==> src/sv/sspr_pkg.sv <==
package sspr_pkg;

   localparam int SLOT_COUNT  = 12;
   localparam int SLOT_W      = 4;
   localparam int COL_W       = 4;
   localparam int TOKEN_W     = 16;
   localparam int PLANE_COUNT = 8;
   localparam int WORD_W      = 32;
   localparam int RSP_W       = 40;

   localparam int SRC_ROWS    = 35;
   localparam int SRC_STEP    = 27;
   localparam int PITCH       = 16;
   localparam int ROW_OFFSET  = 7;   // screen row 31 is bit 7 of page 3
   localparam int GLYPH_INSET = 3;

   localparam logic [TOKEN_W-1:0] TOKEN_DOT   = 16'h002E;
   localparam logic [TOKEN_W-1:0] TOKEN_MINUS = 16'h002D;
   localparam logic [TOKEN_W-1:0] TOKEN_ZERO  = 16'h0030;
   localparam logic [TOKEN_W-1:0] TOKEN_NINE  = 16'h0039;
   localparam logic [TOKEN_W-1:0] TOKEN_C     = 16'h0043;
   localparam logic [TOKEN_W-1:0] TOKEN_E     = 16'h0045;
   localparam logic [TOKEN_W-1:0] TOKEN_L     = 16'h004C;
   localparam logic [TOKEN_W-1:0] TOKEN_O     = 16'h004F;

   localparam logic [TOKEN_W-1:0] GHE_CODE_RESET   = 16'hFFFE;
   localparam logic [TOKEN_W-1:0] ARROW_CODE_RESET = 16'hFFFF;

   localparam logic [7:0] MASK_MINUS = 8'h40;
   localparam logic [7:0] MASK_L     = 8'h38;
   localparam logic [7:0] MASK_C     = 8'h39;
   localparam logic [7:0] MASK_E     = 8'h79;
   localparam logic [7:0] MASK_GHE   = 8'h31;
   localparam logic [7:0] LEAD_MARK  = 8'h18;

   localparam logic [COL_W-1:0] ARROW_TIP_COL = 4'd9;
   localparam logic [COL_W-1:0] LAST_COL      = 4'd15;

   typedef enum logic [0:0] {
      CSR_GHE_CODE   = 1'b0,
      CSR_ARROW_CODE = 1'b1
   } csr_index_type;

   typedef enum logic [0:0] {
      ST_IDLE = 1'b0,
      ST_EMIT = 1'b1
   } state_type;

   typedef struct packed {
      logic [SLOT_W-1:0]      slot;
      logic [PLANE_COUNT-1:0] planes;  // bit 7: decimal point, bits 6..0: segments
      logic                   arrow;
      logic                   lead;
   } slot_job_type;

   localparam logic [15:0] SEG_ROWS [PLANE_COUNT][SRC_ROWS] = '{
      '{0: 16'h07E0, 1: 16'h0FE0, 2: 16'h1FC0, default: 16'h0000},
      '{2: 16'h0002, 3: 16'h0006, 4: 16'h000E, 5: 16'h000E, 6: 16'h001E,
        7: 16'h001E, 8: 16'h001C, 9: 16'h003C, 10: 16'h003C, 11: 16'h001C,
        default: 16'h0000},
      '{17: 16'h0008, 18: 16'h0018, 19: 16'h0070, 20: 16'h0070, 21: 16'h00F0,
        22: 16'h00F0, 23: 16'h00F0, 24: 16'h00E0, 25: 16'h00E0, 26: 16'h0060,
        27: 16'h0060, default: 16'h0000},
      '{25: 16'hE000, 26: 16'hFE00, 27: 16'hFE00, 28: 16'h7F00, default: 16'h0000},
      '{17: 16'h6000, 18: 16'h7000, 19: 16'hF000, 20: 16'hF000, 21: 16'hE000,
        22: 16'hE000, default: 16'h0000},
      '{5: 16'h1C00, 6: 16'h3C00, 7: 16'h3C00, 8: 16'h3C00, 9: 16'h3800,
        10: 16'h7000, 11: 16'h4000, default: 16'h0000},
      '{13: 16'h07C0, 14: 16'h1FE0, 15: 16'h0FC0, default: 16'h0000},
      '{28: 16'h0003, 29: 16'h0003, 30: 16'h0003, 31: 16'h0007, 32: 16'h0007,
        33: 16'h0007, 34: 16'h0007, default: 16'h0000}
   };

   // Scale every plane onto the 16 screen columns of a slot, four pages per column.
   function automatic logic [PLANE_COUNT-1:0][PITCH-1:0][WORD_W-1:0] build_seg_cols();
      logic [PLANE_COUNT-1:0][PITCH-1:0][WORD_W-1:0] tab;
      int y;
      int sc;
      tab = '0;
      for (int s = 0; s < PLANE_COUNT; s++) begin
         for (int r = 0; r < SRC_ROWS; r++) begin
            y = ROW_OFFSET + (r * PITCH + SRC_STEP / 2) / SRC_STEP;
            for (int c = 0; c < PITCH; c++) begin
               if (SEG_ROWS[s][r][PITCH-1-c]) begin
                  sc = GLYPH_INSET + (c * PITCH + SRC_STEP / 2) / SRC_STEP;
                  tab[s][sc][y] = 1'b1;
               end
            end
         end
      end
      return tab;
   endfunction

   localparam logic [PLANE_COUNT-1:0][PITCH-1:0][WORD_W-1:0] SEG_COLS = build_seg_cols();

   localparam logic [7:0] DIGIT_MASKS [10] = '{
      8'h3F, 8'h06, 8'h5B, 8'h4F, 8'h66, 8'h6D, 8'h7D, 8'h07, 8'h7F, 8'h6F
   };

   // Page 4 byte of the arrow glyph, by slot column.
   localparam logic [7:0] ARROW_PAGE4 [PITCH] = '{
      3: 8'h00, 4: 8'h38, 5: 8'h38, 6: 8'h38, 7: 8'h38, 8: 8'h38,
      9: 8'h39, 10: 8'hBA, 11: 8'h54, 12: 8'h38, default: 8'h00
   };

   function automatic logic [7:0] seg_mask(input logic [TOKEN_W-1:0] t,
                                           input logic [TOKEN_W-1:0] ghe);
      logic [7:0] m;
      m = '0;
      if (t >= TOKEN_ZERO && t <= TOKEN_NINE) m = DIGIT_MASKS[t[3:0]];
      else if (t == TOKEN_O)                  m = DIGIT_MASKS[0];
      else if (t == TOKEN_MINUS)              m = MASK_MINUS;
      else if (t == TOKEN_L)                  m = MASK_L;
      else if (t == TOKEN_C)                  m = MASK_C;
      else if (t == TOKEN_E)                  m = MASK_E;
      else if (t == ghe)                      m = MASK_GHE;
      return m;
   endfunction

   function automatic slot_job_type make_job(input logic [SLOT_W-1:0]  slot,
                                             input logic [TOKEN_W-1:0] t,
                                             input logic               dot,
                                             input logic               lead,
                                             input logic [TOKEN_W-1:0] ghe,
                                             input logic [TOKEN_W-1:0] arrow);
      slot_job_type j;
      logic [7:0] m;
      m = (t == arrow) ? 8'h00 : seg_mask(t, ghe);
      j.slot   = slot;
      j.planes = {dot, m[6:0]};
      j.arrow  = (t == arrow);
      j.lead   = lead && (slot == '0);
      return j;
   endfunction

   function automatic logic [WORD_W-1:0] column_bits(input slot_job_type j,
                                                     input logic [COL_W-1:0] col);
      logic [WORD_W-1:0] w;
      w = '0;
      for (int s = 0; s < PLANE_COUNT; s++) begin
         if (j.planes[s]) w = w | SEG_COLS[s][col];
      end
      if (j.arrow) begin
         w[15:8] = w[15:8] | ARROW_PAGE4[col];
         if (col == ARROW_TIP_COL) w[16] = 1'b1;
      end
      if (j.lead && col <= 4'd1) w[31:24] = w[31:24] | LEAD_MARK;
      return w;
   endfunction

endpackage

==> src/sv/seven_segment_page_renderer.sv <==
// Seven-segment page renderer: draws one indicator row into 16-column digit slots
// on pages 3 to 6 of a page-organised LCD.
// req channel: one display token per transfer (tdata = token, tlast = last cell of
//    the row). A digit slot is held back until the next non-dot token or the row's
//    last token, so a following '.' can add the decimal point to it.
// rsp channel: one transfer per screen column (tdata = column, page 3..6 bytes;
//    tlast marks the final column caused by one token).
// csr channel: register writes (index 0: Ghe token code, index 1: arrow token
//    code), taken in any cycle, legal only while the block is idle.
// Rate: a token that emits nothing leaves req_tready high. A token that emits
//    n slots (0 to 2) keeps req_tready low until its last column is registered:
//    one shared column generator builds one column per cycle unless rsp stalls,
//    using the scaled segment tables. The sequencer registers the job first.
// Stall: a stalled rsp transfer holds the column generator; nothing is dropped.
//    The next token may be taken while the final column still waits.
// Reset: clears the row state, the sequencer state and rsp_tvalid, and loads
//    the register reset codes 0xFFFE (Ghe) and 0xFFFF (arrow).
module seven_segment_page_renderer #(
   parameter int SlotCount = sspr_pkg::SLOT_COUNT
) (
   input  logic                    clock,
   input  logic                    reset,
   input  logic                    req_tvalid,
   output logic                    req_tready,
   input  logic [15:0]             req_tdata,   // [15:0] token
   input  logic                    req_tlast,   // last_token
   output logic                    rsp_tvalid,
   input  logic                    rsp_tready,
   output logic [39:0]             rsp_tdata,   // [7:0] column, [15:8] page 3,
                                                // [23:16] page 4, [31:24] page 5,
                                                // [39:32] page 6
   output logic                    rsp_tlast,   // last_column
   input  logic                    csr_valid,
   output logic                    csr_ready,
   input  sspr_pkg::csr_index_type csr_index,
   input  logic [15:0]             csr_data
);
   import sspr_pkg::*;

   // configuration
   logic [TOKEN_W-1:0] ghe_code_ff,   ghe_code_in;
   logic [TOKEN_W-1:0] arrow_code_ff, arrow_code_in;

   // row state
   logic [TOKEN_W-1:0] held_token_ff,  held_token_in;
   logic               held_valid_ff,  held_valid_in;
   logic               held_dot_ff,    held_dot_in;
   logic [SLOT_W-1:0]  slot_count_ff,  slot_count_in;
   logic               leading_dot_ff, leading_dot_in;
   logic               row_full_ff,    row_full_in;

   // sequencer
   state_type          state_ff,      state_in;
   slot_job_type       cur_job_ff,    cur_job_in;
   slot_job_type       next_job_ff,   next_job_in;
   logic               next_valid_ff, next_valid_in;
   logic [COL_W-1:0]   col_ff,        col_in;

   // output register
   logic               rsp_valid_ff, rsp_valid_in;
   logic [RSP_W-1:0]   rsp_data_ff,  rsp_data_in;
   logic               rsp_last_ff,  rsp_last_in;

   logic               req_fire;
   logic               is_dot;
   logic [SLOT_W-1:0]  held_slot;
   logic               have_a, have_b;
   slot_job_type       job_a, job_b;
   logic [WORD_W-1:0]  col_word;

   assign req_tready = (state_ff == ST_IDLE);
   assign req_fire   = req_tvalid && req_tready;
   assign csr_ready  = 1'b1;
   assign rsp_tvalid = rsp_valid_ff;
   assign rsp_tdata  = rsp_data_ff;
   assign rsp_tlast  = rsp_last_ff;

   assign is_dot    = (req_tdata == TOKEN_DOT);
   assign held_slot = slot_count_ff - SLOT_W'(1);
   assign col_word  = column_bits(cur_job_ff, col_ff);

   // register writes
   always_comb begin
      ghe_code_in   = ghe_code_ff;
      arrow_code_in = arrow_code_ff;
      if (csr_valid) begin
         unique case (csr_index)
            CSR_GHE_CODE:   ghe_code_in   = csr_data;
            CSR_ARROW_CODE: arrow_code_in = csr_data;
         endcase
      end
   end

   // token handling: update the row state and plan up to two slots to draw
   always_comb begin
      held_token_in  = held_token_ff;
      held_valid_in  = held_valid_ff;
      held_dot_in    = held_dot_ff;
      slot_count_in  = slot_count_ff;
      leading_dot_in = leading_dot_ff;
      row_full_in    = row_full_ff;
      have_a         = 1'b0;
      have_b         = 1'b0;
      job_a          = '0;
      job_b          = '0;

      if (req_fire) begin
         if (!row_full_ff) begin
            if (is_dot) begin
               if (slot_count_ff == '0) leading_dot_in = 1'b1;
               else if (held_valid_ff)  held_dot_in    = 1'b1;
               if (req_tlast) begin
                  if (held_valid_ff) begin
                     // flush the held slot with its new decimal point
                     have_a = 1'b1;
                     job_a  = make_job(held_slot, held_token_ff, 1'b1, leading_dot_ff,
                                       ghe_code_ff, arrow_code_ff);
                  end else if (slot_count_ff == '0) begin
                     // row of dots only: blank slot 0 carrying the leading mark
                     have_a      = 1'b1;
                     job_a.slot  = '0;
                     job_a.lead  = 1'b1;
                  end
               end
            end else if (slot_count_ff >= SLOT_W'(SlotCount)) begin
               // overflow: flush and ignore the rest of the row
               have_a        = held_valid_ff;
               job_a         = make_job(held_slot, held_token_ff, held_dot_ff,
                                        leading_dot_ff, ghe_code_ff, arrow_code_ff);
               held_valid_in = 1'b0;
               held_dot_in   = 1'b0;
               row_full_in   = 1'b1;
            end else begin
               have_a = held_valid_ff;
               job_a  = make_job(held_slot, held_token_ff, held_dot_ff, leading_dot_ff,
                                 ghe_code_ff, arrow_code_ff);
               if (held_valid_ff && held_slot == '0) leading_dot_in = 1'b0;
               held_token_in = req_tdata;
               held_valid_in = 1'b1;
               held_dot_in   = 1'b0;
               slot_count_in = slot_count_ff + SLOT_W'(1);
               // last token of the row: the new slot goes out right behind
               have_b = req_tlast;
               job_b  = make_job(slot_count_ff, req_tdata, 1'b0, leading_dot_ff,
                                 ghe_code_ff, arrow_code_ff);
            end
         end
         if (req_tlast) begin
            held_token_in  = '0;
            held_valid_in  = 1'b0;
            held_dot_in    = 1'b0;
            slot_count_in  = '0;
            leading_dot_in = 1'b0;
            row_full_in    = 1'b0;
         end
      end
   end

   // column sequencer and output register
   always_comb begin
      state_in      = state_ff;
      cur_job_in    = cur_job_ff;
      next_job_in   = next_job_ff;
      next_valid_in = next_valid_ff;
      col_in        = col_ff;
      rsp_valid_in  = rsp_valid_ff;
      rsp_data_in   = rsp_data_ff;
      rsp_last_in   = rsp_last_ff;

      if (rsp_tready) rsp_valid_in = 1'b0;

      unique case (state_ff)
         ST_IDLE: begin
            if (req_fire && (have_a || have_b)) begin
               state_in      = ST_EMIT;
               cur_job_in    = have_a ? job_a : job_b;
               next_job_in   = job_b;
               next_valid_in = have_a && have_b;
               col_in        = '0;
            end
         end
         ST_EMIT: begin
            if (!rsp_valid_ff || rsp_tready) begin
               rsp_valid_in = 1'b1;
               rsp_data_in  = {col_word, cur_job_ff.slot, col_ff};
               rsp_last_in  = (col_ff == LAST_COL) && !next_valid_ff;
               col_in       = col_ff + COL_W'(1);
               if (col_ff == LAST_COL) begin
                  if (next_valid_ff) begin
                     cur_job_in    = next_job_ff;
                     next_valid_in = 1'b0;
                  end else begin
                     state_in = ST_IDLE;
                  end
               end
            end
         end
         default: state_in = ST_IDLE;
      endcase
   end

   always_ff @(posedge clock) begin
      if (reset) begin
         state_ff      <= ST_IDLE;
         next_valid_ff <= 1'b0;
         rsp_valid_ff  <= 1'b0;
      end else begin
         state_ff      <= state_in;
         next_valid_ff <= next_valid_in;
         rsp_valid_ff  <= rsp_valid_in;
      end
   end

   always_ff @(posedge clock) begin
      if (reset) begin
         ghe_code_ff    <= GHE_CODE_RESET;
         arrow_code_ff  <= ARROW_CODE_RESET;
         held_token_ff  <= '0;
         held_valid_ff  <= 1'b0;
         held_dot_ff    <= 1'b0;
         slot_count_ff  <= '0;
         leading_dot_ff <= 1'b0;
         row_full_ff    <= 1'b0;
      end else begin
         ghe_code_ff    <= ghe_code_in;
         arrow_code_ff  <= arrow_code_in;
         held_token_ff  <= held_token_in;
         held_valid_ff  <= held_valid_in;
         held_dot_ff    <= held_dot_in;
         slot_count_ff  <= slot_count_in;
         leading_dot_ff <= leading_dot_in;
         row_full_ff    <= row_full_in;
      end
   end

   always_ff @(posedge clock) begin
      cur_job_ff  <= cur_job_in;
      next_job_ff <= next_job_in;
      col_ff      <= col_in;
      rsp_data_ff <= rsp_data_in;
      rsp_last_ff <= rsp_last_in;
   end

endmodule

==> config.mk <==
export PLATFORM = sky130hd
export DESIGN_NAME = seven_segment_page_renderer
export DESIGN_NICKNAME = d
export VERILOG_FILES = /design/src/sv/sspr_pkg.sv /design/src/sv/seven_segment_page_renderer.sv
export SDC_FILE = /design/constraint.sdc
export NUM_CORES = 1
export LEC_CHECK = 0
export BUFFER_PORTS_ARGS = -buffer_cell sky130_fd_sc_hd__buf_2
export CAP_MARGIN = 20
export CORE_MARGIN = 4
export CORE_UTILIZATION = 37
export CTS_CLUSTER_SIZE = 16
export DETAILED_ROUTE_END_ITERATION = 12
export PLACE_DENSITY = 0.67
export SYNTH_ARGS = -nofsm -noshare
export SYNTH_HDL_FRONTEND = slang
export SYNTH_SLANG_ARGS = --single-unit
==> constraint.sdc <==
create_clock -name clock -period 2.8 [get_ports clock]
set_input_delay 0.7 -clock clock [delete_from_list [all_inputs] [get_ports clock]]
set_output_delay 0.7 -clock clock [all_outputs]
set_load 0.01 [all_outputs]
* After elaboration in Yosys (flattened, before gate mapping)
Memory sizes are Yosys's and may differ from the RTL's. A register that Yosys moved wholly into a read port is not among the register bits.
Cells that the tools add are included.
** Operators by class
- Bitwise gates (word level) :: 13
- Magnitude comparators :: 10
- Divide/modulo/power cells :: 0
- Shift-type cells :: 0
- Mux-type cells :: 117
- Eq/ne operators :: 28
- Add/sub/neg operators :: 3
- Multipliers :: 0
- Reductions and logical operators :: 28
** Operators with widths (count)
- $mux 32 :: 16
- $or 32x32->32 :: 7
- $mux 14 :: 13
- $eq 16x7->1 const B :: 8
- $mux 7 :: 18
- $eq 16x16->1 :: 4
- $mux 16 :: 4
- $mux 4 :: 15
- $eq 16x6->1 const B :: 3
- $mux 1 :: 41
- $ge 16x6->1 const B :: 2
- $le 16x6->1 const B :: 2
- $pmux 14 s2 :: 1
- $mux 9 :: 2
- $mux 8 :: 2
- $ge 5x5->1 const B :: 3
- $not 4->5 :: 3
- $mux 6 :: 2
- $reduce_and 4->1 :: 3
- $logic_and 1x1->1 :: 10
- $reduce_and 2->1 :: 5
- $ne 3x3->1 const B :: 3
- $add 4x1->4 const B :: 2
- $eq 4x4->1 const B :: 2
- other kinds (17) :: 28
** Word-level totals
- Bits in registers :: 132
- Word-level logic and storage cells :: 233
- Bits in writable memories :: 0
- Output and inout bits :: 44
- Memories kept :: 11
- Memory bits (read-only) :: 4480
- Bits of input ports :: 39
- Bits in latches :: 0
** Memory list
- (name not given) :: words 16, width 32, read ports 1, clocked after Yosys merged registers in 1, write ports 0, RTL line sspr_pkg.sv:141 : if (j.planes[s]) w = w | SEG_COLS[s][col];
- (name not given) :: words 16, width 32, read ports 1, clocked after Yosys merged registers in 1, write ports 0, RTL line sspr_pkg.sv:141
- (name not given) :: words 16, width 32, read ports 1, clocked after Yosys merged registers in 1, write ports 0, RTL line sspr_pkg.sv:141
- (name not given) :: words 16, width 32, read ports 1, clocked after Yosys merged registers in 1, write ports 0, RTL line sspr_pkg.sv:141
- (name not given) :: words 16, width 32, read ports 1, clocked after Yosys merged registers in 1, write ports 0, RTL line sspr_pkg.sv:141
- (name not given) :: words 16, width 32, read ports 1, clocked after Yosys merged registers in 1, write ports 0, RTL line sspr_pkg.sv:141
- +5 memories

* Longest topological paths before layout
Gate-level depths: netlist of the first run.
- Word-level depth :: 19
- Gate-level depth with buffers :: 12
- Depth with buffers taken out :: 12

* Worst setup path after synthesis of the first run
OpenSTA, ideal clock, no wires.
- Path type :: input to register
- Start :: input port req_tdata[0]
- End :: register (tool-made name)
- Setup time :: 137 ps
- Path buffers :: 0
- Stages on the path :: 11
- Arrival time :: 2735 ps
- Required time :: 2663 ps
- Setup slack :: -72 ps
- Cell sequence :: inv_1 ha_1 nor4b_1 nand4_1 and3_4 or4_1 o21ai_2 inv_1 ha_1 mux2i_1 nor2_1
** RTL lines
- from (decl) :: RTL line seven_segment_page_renderer.sv:25 : input logic [15:0] req_tdata,

==> impl_results.html, run 1 <==
<table>
<tr><th>Metric</th><th>Value</th></tr>
<tr><th colspan="2">Status</th></tr>
<tr><td>Result of the run</td><td>finished clean</td></tr>
<tr><th colspan="2">Drt</th></tr>
<tr><td>Drt pass-1 iters</td><td>5</td></tr>
<tr><td>Number of DRC markers in iteration 0</td><td>366</td></tr>
<tr><td>Number of DRC violations after detailed routing</td><td>0</td></tr>
<tr><td>Routed wirelength normalized by instance count</td><td>roughly 16 microns</td></tr>
<tr><td>Routed vias</td><td>5645</td></tr>
<tr><td>Detail-routed via count per cell</td><td>approximately 5</td></tr>
<tr><td>Total Wirelength</td><td>roughly 17 mm</td></tr>
<tr><td>Post-route antenna net violation count</td><td>0</td></tr>
<tr><th colspan="2">Placed design</th></tr>
<tr><td>Post-DP HPWL</td><td>13.1 mm</td></tr>
<tr><td>RD Place Congestion</td><td>~0.95</td></tr>
<tr><td>Placement Cell Area</td><td>around 0.0081 sq mm</td></tr>
<tr><td>Count of input and output buffers</td><td>a little over 70</td></tr>
<tr><td>Pre-CTS setup slack</td><td>-213 ps</td></tr>
<tr><th colspan="2">Cells and area</th></tr>
<tr><td>Core utilization of the finished layout</td><td>about 46%</td></tr>
<tr><td>Diodes inserted</td><td>0</td></tr>
<tr><td>Ratio of cells with drive above 1 in the final layout</td><td>roughly 22%</td></tr>
<tr><td>Finished layout cell area</td><td>roughly 0.0087 sq mm</td></tr>
<tr><td>Syn-to-layout area delta</td><td>22.0%</td></tr>
<tr><td>Layout net count</td><td>894</td></tr>
<tr><td>Commonest non-fill, non-tap cells in the layout</td><td>nand2_1 (83), dfxtp_1 (78), buf_2 (71), edfxtp_1 (59), buf_4 (56)</td></tr>
<tr><td>Most common cell after layout, fill and taps aside</td><td>nand2_1</td></tr>
<tr><th colspan="2">STA</th></tr>
<tr><td>Least-Margin Pin Slew</td><td>~700 ps</td></tr>
<tr><td>Number of failing hold endpoints at the final stage</td><td>0</td></tr>
<tr><td>Worst relative slew slack</td><td>a little over half</td></tr>
<tr><td>Final worst-path setup slack</td><td>230 ps</td></tr>
<tr><td>Number of pins with negative max-slew slack in the final report</td><td>0</td></tr>
<tr><td>Setup Total Neg Slack</td><td>0 ps</td></tr>
<tr><td>Final Critical Period</td><td>between 2000 and 3000 ps</td></tr>
<tr><td>Final period utilization</td><td>about nine tenths</td></tr>
<tr><td>Setup repair after global routing missed its margin</td><td>false</td></tr>
<tr><td>Final count of negative-setup-slack endpoints</td><td>0</td></tr>
<tr><td>Max frequency</td><td>between 300 and 400 MHz</td></tr>
<tr><td>Clock skew after layout</td><td>7.74 ps</td></tr>
<tr><th colspan="2">GRT</th></tr>
<tr><td>GRT overflow</td><td>0</td></tr>
<tr><td>Number of global-route vias before repair</td><td>5491</td></tr>
<tr><td>Maximum number of pins on one net before global-route repair</td><td>approximately 40</td></tr>
<tr><td>Initial antenna violation count</td><td>0</td></tr>
<tr><td>Global-route wire length before repair</td><td>about 28 mm</td></tr>
<tr><td>Global-route usage over all layers</td><td>around 16%</td></tr>
<tr><th colspan="2">Yosys</th></tr>
<tr><td>Top area cells in the synthesized netlist</td><td>edfxtp_1 (25%), dfxtp_1 (22%), xor2_1 (5.9%)</td></tr>
<tr><td>Area fraction in and, or, nand and nor cells after synthesis</td><td>roughly a fifth</td></tr>
<tr><td>Netlist area before placement</td><td>0.00716 sq mm</td></tr>
<tr><td>Mux contribution to synthesized area</td><td>under 10%</td></tr>
<tr><td>Combinational family with the most area after synthesis</td><td>simple AND/OR/NAND/NOR gates</td></tr>
<tr><td>Syn avg cell area</td><td>between 9 and 10 sq um</td></tr>
<tr><td>Leading area contributor after synthesis</td><td>edfxtp_1</td></tr>
<tr><td>Xor and xnor fraction of the mapped netlist area</td><td>under 10%</td></tr>
<tr><td>Synthesis warning total</td><td>0</td></tr>
<tr><td>Sequential share of the synthesized area</td><td>around 47%</td></tr>
<tr><td>Post-synthesis cell type count</td><td>just over 70</td></tr>
<tr><td>Top flip-flop cell by instance count after synthesis</td><td>dfxtp_1</td></tr>
<tr><td>Flop and latch count out of synthesis</td><td>137</td></tr>
<tr><td>Proportion of register bits with asynchronous set or reset after synthesis</td><td>0%</td></tr>
<tr><td>Number of enable flip-flop cells after synthesis</td><td>just under 60</td></tr>
<tr><td>Synth Area in Adders</td><td>4.02%</td></tr>
<tr><td>Area fraction of the dominant cell type after synthesis</td><td>between 20% and 30%</td></tr>
<tr><td>Synthesized instance count</td><td>approximately 730</td></tr>
<tr><td>Area fraction in compound gates after synthesis</td><td>a little over an eighth</td></tr>
<tr><th colspan="2">Worst setup path</th></tr>
<tr><td>Required time at the endpoint of the critical path</td><td>roughly 3100 ps</td></tr>
<tr><td>Crit path arrival time</td><td>2890 ps</td></tr>
<tr><td>WS Path Type</td><td>primary input to flip-flop</td></tr>
<tr><td>Worst Path Max Fanout</td><td>4</td></tr>
<tr><td>CP Launch Type</td><td>primary input</td></tr>
<tr><td>Endpoint type of the worst setup path</td><td>flip-flop</td></tr>
<tr><th colspan="2">Clocking</th></tr>
<tr><td>Clock-pin slew on the worst setup and hold paths</td><td>about 70 ps</td></tr>
<tr><td>TritonCTS Sinks</td><td>137</td></tr>
<tr><td>Root buf cell</td><td>clkbuf_16</td></tr>
<tr><td>TritonCTS clock tree</td><td>done</td></tr>
<tr><td>Maximum buffer depth of the clock tree</td><td>2</td></tr>
<tr><td>Hold_buf cts</td><td>0</td></tr>
<tr><td>Insertion delay to the later sink of the worst-skew pair</td><td>between 400 and 500 ps</td></tr>
<tr><td>Cts bufs inserted</td><td>17</td></tr>
<tr><td>Number of levels in the clock H-tree</td><td>4</td></tr>
<tr><th colspan="2">Floorplanning</th></tr>
<tr><td>Core region area</td><td>0.0189 sq mm</td></tr>
<tr><td>Starting density of the core</td><td>37.9%</td></tr>
<tr><td>Height of the die</td><td>about 150 microns</td></tr>
<tr><td>Ports placed on the boundary</td><td>83</td></tr>
<tr><td>Width of the die</td><td>between 100 and 150 microns</td></tr>
<tr><td>Site row count</td><td>50</td></tr>
<tr><td>Die ar.</td><td>0.0216 sq mm</td></tr>
<tr><th colspan="2">Job</th></tr>
<tr><td>Count of max-cap constraint violations</td><td>0</td></tr>
<tr><th colspan="2">Pwr</th></tr>
<tr><td>Total Power</td><td>approximately 5.4 mW</td></tr>
<tr><td>Leakage power</td><td>between 3 and 4 nW</td></tr>
<tr><td>Total power divided by cell area</td><td>618 mW/mm^2</td></tr>
<tr><td>Worst IR Drop VDD</td><td>~0.66 mV</td></tr>
<tr><th colspan="2">Worst hold path</th></tr>
<tr><td>Hold WC Path Type</td><td>flip-flop to flip-flop</td></tr>
</table>
==> power by group <==
part / switching, mW / total, mW / internal, mW
combinational: 0.443 / 0.799 / 0.357
sequential: 0.120 / 2.38 / 2.26
clock: 1.01 / 2.21 / 1.20
total: 1.57 / 5.39 / 3.82
==> synthesized netlist by cell type, drive strengths merged, types with 3 or more instances <==
library cell,instances
nor3b,5
a31oi,4
and3,27
dfxtp,78
edfxtp,59
xor2,48
a22o,4
nor4,17
a221o,6
and2,8
a21oi,20
nand2b,4
o21a,5
mux2,3
a211o,17
nand2,86
nand4,13
o21ai,10
a22oi,21
o311ai,3
mux2i,7
o211a,3
a21o,6
nor2,56
clkbuf,28
a211oi,4
nor2b,8
nand3,15
buf,24
nor4b,4
nor3,8
xnor2,19
o211ai,7
a41oi,3
o2111ai,3
inv,26
nand3b,18
ha,23
==> through the flow <==
| stage | hold slack [ps] | std cells |
|---|---|---|
| after floorplan | 400 | 735 |
| after global placement | 405 | 1073 |
| after detailed placement | 405 | 1073 |
| after CTS | 425 | 1105 |
| after global routing | 433 | 1105 |
| final | 424 | 1105 |
==> worst max-delay path, cell delays in order <==
cell and delay (ps):
buf_2 100, inv_1 60, ha_1 230, nor4bb_2 300, nand4_1 200, mux2i_1 180
or4_1 490, o21ai_2 100, inv_1 90, ha_4 180, mux2i_1 180, nor2b_1 70
==> path summary, 6_finish.rpt <==
path	slack (ps)	depth (start not counted)	endpoint	start
hold / removal	420	0	rsp_tdata[6]	cur_job_ff[12]
setup / recovery	230	12	flip-flop	req_tdata[0]
hold reg to reg	420	0	rsp_tdata[6]	cur_job_ff[12]
setup reg to reg	390	12	flip-flop	slot_count_ff[1]
==> cell type report <==
cell class	instances	area, sq um
timing repair buffer	130	836
inverter	26	101
clock inverter	15	171
fill	1823	10200
tap	260	325
clock buffer	17	425
sequential	137	3330
multi-input combinational	520	3540
==> routing by layer <==
| layer | part of all wire (%) | vias up | track usage, % |
|---|---|---|---|
| met2 | 47 | 172 | 26.6 |
| met4 | 2.4 | 0 | 5.36 |
| met3 | 5.6 | 29 | 4.41 |
| met5 | 0 | - | 0 |
| met1 | 45 | 2644 | 21.0 |
| li1 | - | 2800 | - |
==> cell families after synthesis <==
group                    count (synthesis)
AND/OR/NAND/NOR                        282
flip-flops                             137
AO/OA/AOI/OAI                          127
buffers and inverters                   78
XOR/XNOR                                67
adder cells (fa/ha/maj)                 23
multiplexers                            10
other                                    2
==> timing repair <==
| action | CTS | global route |
|---|---|---|
| hold endpoints to repair | 0 | 0 |
| setup endpoints to repair | 0 | 2 |
| setup buffers | 0 | 0 |
| gates resized for setup | 0 | 1 |
No activity file was read; power rests on OpenSTA's default activity.
==> inputs of run 2 (changes only) <==
--- a/config.mk
+++ b/config.mk
@@ -7,11 +7,13 @@
 export LEC_CHECK = 0
 export BUFFER_PORTS_ARGS = -buffer_cell sky130_fd_sc_hd__buf_2
 export CAP_MARGIN = 20
+export CELL_PAD_IN_SITES_DETAIL_PLACEMENT = 0
+export CELL_PAD_IN_SITES_GLOBAL_PLACEMENT = 1
 export CORE_MARGIN = 4
 export CORE_UTILIZATION = 37
 export CTS_CLUSTER_SIZE = 16
 export DETAILED_ROUTE_END_ITERATION = 12
-export PLACE_DENSITY = 0.67
+export PLACE_DENSITY = 0.8
 export SYNTH_ARGS = -nofsm -noshare
 export SYNTH_HDL_FRONTEND = slang
 export SYNTH_SLANG_ARGS = --single-unit
==> run 2 against run 1 <==
Effect of this change:
- sequential power about the same
- cell count increased by 0.81%
- setup slack got worse by 28 ps
- core utilization increased by 0.44 points
- largest cell class unchanged
- non-clock buffer count increased by 9
- clock skew increased by 5.5 ps
- global-route usage increased by 0.77 points
- critical path depth unchanged
- sequential share of layout area decreased by 0.36 points
- worst hold slack got worse by 10 ps
==> impl_results.html, run 2 (synthesis results as in run 1) <==
<table>
<tr><th>Metric</th><th>Value</th></tr>
<tr><th colspan="2">Status</th></tr>
<tr><td>Result of the run</td><td>finished clean</td></tr>
<tr><th colspan="2">Floorplanning</th></tr>
<tr><td>Width of the die</td><td>~150 microns</td></tr>
<tr><td>Die ar.</td><td>0.0216 sq mm</td></tr>
<tr><td>Starting density of the core</td><td>37.9%</td></tr>
<tr><td>Ports placed on the boundary</td><td>83</td></tr>
<tr><td>Core region area</td><td>0.0189 sq mm</td></tr>
<tr><td>Site row count</td><td>50</td></tr>
<tr><td>Height of the die</td><td>roughly 150 microns</td></tr>
<tr><th colspan="2">Placed design</th></tr>
<tr><td>Post-DP HPWL</td><td>13.9 mm</td></tr>
<tr><td>Placement Cell Area</td><td>0.00818 sq mm</td></tr>
<tr><td>RD Place Congestion</td><td>between 0.8 and 0.9</td></tr>
<tr><td>Count of input and output buffers</td><td>just over 70</td></tr>
<tr><td>Number of cells in the design after placement</td><td>~1.1k</td></tr>
<tr><td>Pre-CTS setup slack</td><td>-266 ps</td></tr>
<tr><th colspan="2">Worst setup path</th></tr>
<tr><td>Register-to-register setup slack</td><td>~360 ps</td></tr>
<tr><td>WS Path Type</td><td>primary input to flip-flop</td></tr>
<tr><td>Endpoint type of the worst setup path</td><td>flip-flop</td></tr>
<tr><td>CP Launch Type</td><td>primary input</td></tr>
<tr><td>Delay of the slowest critical-path stage</td><td>around 490 ps</td></tr>
<tr><td>Crit path arrival time</td><td>2910 ps</td></tr>
<tr><td>Worst-case reg-to-reg path depth</td><td>12</td></tr>
<tr><td>Required time at the endpoint of the critical path</td><td>approximately 3100 ps</td></tr>
<tr><td>Startpoint of the most critical register-to-register path</td><td>slot_count_ff[1]</td></tr>
<tr><td>Critical path, cell by cell</td><td>buf_2, inv_1, ha_2, nor4bb_2, nand4_1, mux2i_1, or4_1, o21ai_2, inv_1, ha_4, mux2i_1, nor2b_1</td></tr>
<tr><td>Worst Path Max Fanout</td><td>5</td></tr>
<tr><td>Slowest cell on crit path</td><td>or4_1</td></tr>
<tr><th colspan="2">Drt</th></tr>
<tr><td>Drt pass-1 iters</td><td>4</td></tr>
<tr><td>Total Wirelength</td><td>18.1 mm</td></tr>
<tr><td>Number of DRC violations after detailed routing</td><td>0</td></tr>
<tr><td>Routed vias</td><td>between 5k and 6k</td></tr>
<tr><td>Detail-routed via count per cell</td><td>5.09</td></tr>
<tr><td>Routed wirelength normalized by instance count</td><td>around 16 microns</td></tr>
<tr><td>Number of DRC markers in iteration 0</td><td>307</td></tr>
<tr><td>Post-route antenna net violation count</td><td>0</td></tr>
<tr><th colspan="2">Worst hold path</th></tr>
<tr><td>Worst hold path stage count</td><td>0</td></tr>
<tr><td>Hold WC Path Type</td><td>flip-flop to flip-flop</td></tr>
<tr><td>Worst Hold Path EP</td><td>rsp_tdata[6]</td></tr>
<tr><td>Hold path startpoint</td><td>cur_job_ff[12]</td></tr>
<tr><th colspan="2">GRT</th></tr>
<tr><td>Maximum number of pins on one net before global-route repair</td><td>35</td></tr>
<tr><td>Global-route usage over all layers</td><td>about 17%</td></tr>
<tr><td>Number of global-route vias before repair</td><td>5697</td></tr>
<tr><td>Global-route wire length before repair</td><td>a little under 30 mm</td></tr>
<tr><td>Initial antenna violation count</td><td>0</td></tr>
<tr><td>GRT overflow</td><td>0</td></tr>
<tr><th colspan="2">STA</th></tr>
<tr><td>Setup repair after global routing missed its margin</td><td>false</td></tr>
<tr><td>Final period utilization</td><td>between 90 and 100%</td></tr>
<tr><td>Least-Margin Pin Slew</td><td>~710 ps</td></tr>
<tr><td>Number of pins with negative max-slew slack in the final report</td><td>0</td></tr>
<tr><td>Max frequency</td><td>approximately 380 MHz</td></tr>
<tr><td>Clock skew after layout</td><td>between 10 and 15 ps</td></tr>
<tr><td>Final worst-path setup slack</td><td>between 200 and 250 ps</td></tr>
<tr><td>Final Critical Period</td><td>roughly 2600 ps</td></tr>
<tr><td>Final count of negative-setup-slack endpoints</td><td>0</td></tr>
<tr><td>Final hold slack</td><td>414 ps</td></tr>
<tr><td>Number of failing hold endpoints at the final stage</td><td>0</td></tr>
<tr><td>Worst relative slew slack</td><td>around half</td></tr>
<tr><th colspan="2">Pwr</th></tr>
<tr><td>Total power divided by cell area</td><td>approximately 620 mW/mm^2</td></tr>
<tr><td>Worst IR Drop VDD</td><td>0.439 mV</td></tr>
<tr><td>Total Power</td><td>between 5 and 6 mW</td></tr>
<tr><td>Leakage power</td><td>between 3 and 4 nW</td></tr>
<tr><th colspan="2">Cells and area</th></tr>
<tr><td>Ratio of cells with drive above 1 in the final layout</td><td>a little under a quarter</td></tr>
<tr><td>Layout net count</td><td>903</td></tr>
<tr><td>FILL cells</td><td>between 1.5k and 2k</td></tr>
<tr><td>Most common cell after layout, fill and taps aside</td><td>nand2_1</td></tr>
<tr><td>Commonest non-fill, non-tap cells in the layout</td><td>nand2_1 (83), dfxtp_1 (78), buf_2 (71), buf_4 (66), edfxtp_1 (59)</td></tr>
<tr><td>Finished layout cell area</td><td>between 0.008 and 0.009 sq mm</td></tr>
<tr><td>Number of standard cells in the layout, taps in and fillers out</td><td>1114</td></tr>
<tr><td>Diodes inserted</td><td>0</td></tr>
<tr><td>Syn-to-layout area delta</td><td>23.1%</td></tr>
<tr><th colspan="2">Clocking</th></tr>
<tr><td>Clock-pin slew on the worst setup and hold paths</td><td>60 ps</td></tr>
<tr><td>Insertion delay to the later sink of the worst-skew pair</td><td>approximately 430 ps</td></tr>
<tr><td>Number of levels in the clock H-tree</td><td>4</td></tr>
<tr><td>Cts bufs inserted</td><td>17</td></tr>
<tr><td>Hold_buf cts</td><td>0</td></tr>
<tr><td>TritonCTS Sinks</td><td>roughly 140</td></tr>
<tr><td>Root buf cell</td><td>clkbuf_16</td></tr>
<tr><td>Maximum buffer depth of the clock tree</td><td>2</td></tr>
<tr><td>TritonCTS clock tree</td><td>done</td></tr>
<tr><th colspan="2">Job</th></tr>
<tr><td>Count of max-cap constraint violations</td><td>0</td></tr>
</table>
-- run 2: cell count changes in the layout (fill, tap and decap cells not counted), moves of 2 or more --
cell        delta
clkinv_8       -2
clkinv_4       +3
buf_4         +10
clkinvlp_4     -2
-- run 2: what timing repair did --
action	4_1_cts	5_1_grt
buffers inserted	0	0
resized for setup	0	3
endpoints found under the setup margin	0	7
-- run 2: metrics by stage --
stage | TNS, ps | utilization [%]
2_1_floorplan | -7.40 | -
3_3_place_gp | -1780 | 43.3
3_5_place_dp | -5620 | 43.3
4_1_cts | 0 | 46.6
5_1_grt | 0 | 46.6
6_report | 0 | 46.6
-- run 2: metal layers --
layer	part of all wire, %	wire, microns	GRT usage, %	vias up
li1	-	-	-	2829
met1	45	8130	21.3	2650
met2	48	8670	29.0	157
met3	4.3	779	3.58	35
met4	2.7	493	6.80	0
met5	0	0	0	-
-- run 2: how the worst max path moves through the flow --
stage                             from              to  cells after the start  slack (ps)
final                     req_tdata[0]       flip-flop                     12         200
after global placement    req_tdata[0]       flip-flop                     12        -160
after global routing      req_tdata[0]  cur_job_ff[12]                     10          50
after detailed placement  req_tdata[0]       flip-flop                     12        -270
after CTS                 req_tdata[0]       flip-flop                     12         160
after floorplan             rsp_tready       flip-flop                     10          -7
-- run 2: critical path, delay by kind of cell --
family	cells	cell delay, ps
AO/OA/AOI/OAI	1	90
adder cells (fa/ha/maj)	2	410
buffers and inverters	3	270
AND/OR/NAND/NOR	4	1060
multiplexers	2	370
-- run 2: cell type report --
| class | count | area [sq um] | share of cell area, % |
|---|---|---|---|
| Sequential cell | 137 | 3330 | 37.8 |
| Clock inverter | 14 | 171 | 1.94 |
| Inverter | 26 | 101 | 1.15 |
| Clock buffer | 18 | 450 | 5.11 |
| Multi-Input combinational cell | 520 | 3540 | 40.2 |
| Tap cell | 260 | 325 | 3.69 |
| Timing Repair Buffer | 139 | 891 | 10.1 |
-- run 2: power breakdown --
group	internal [mW]	switching (mW)	total [mW]
Clock	1.33	0.978	2.31
Combinational	0.363	0.454	0.817
Sequential	2.26	0.112	2.38
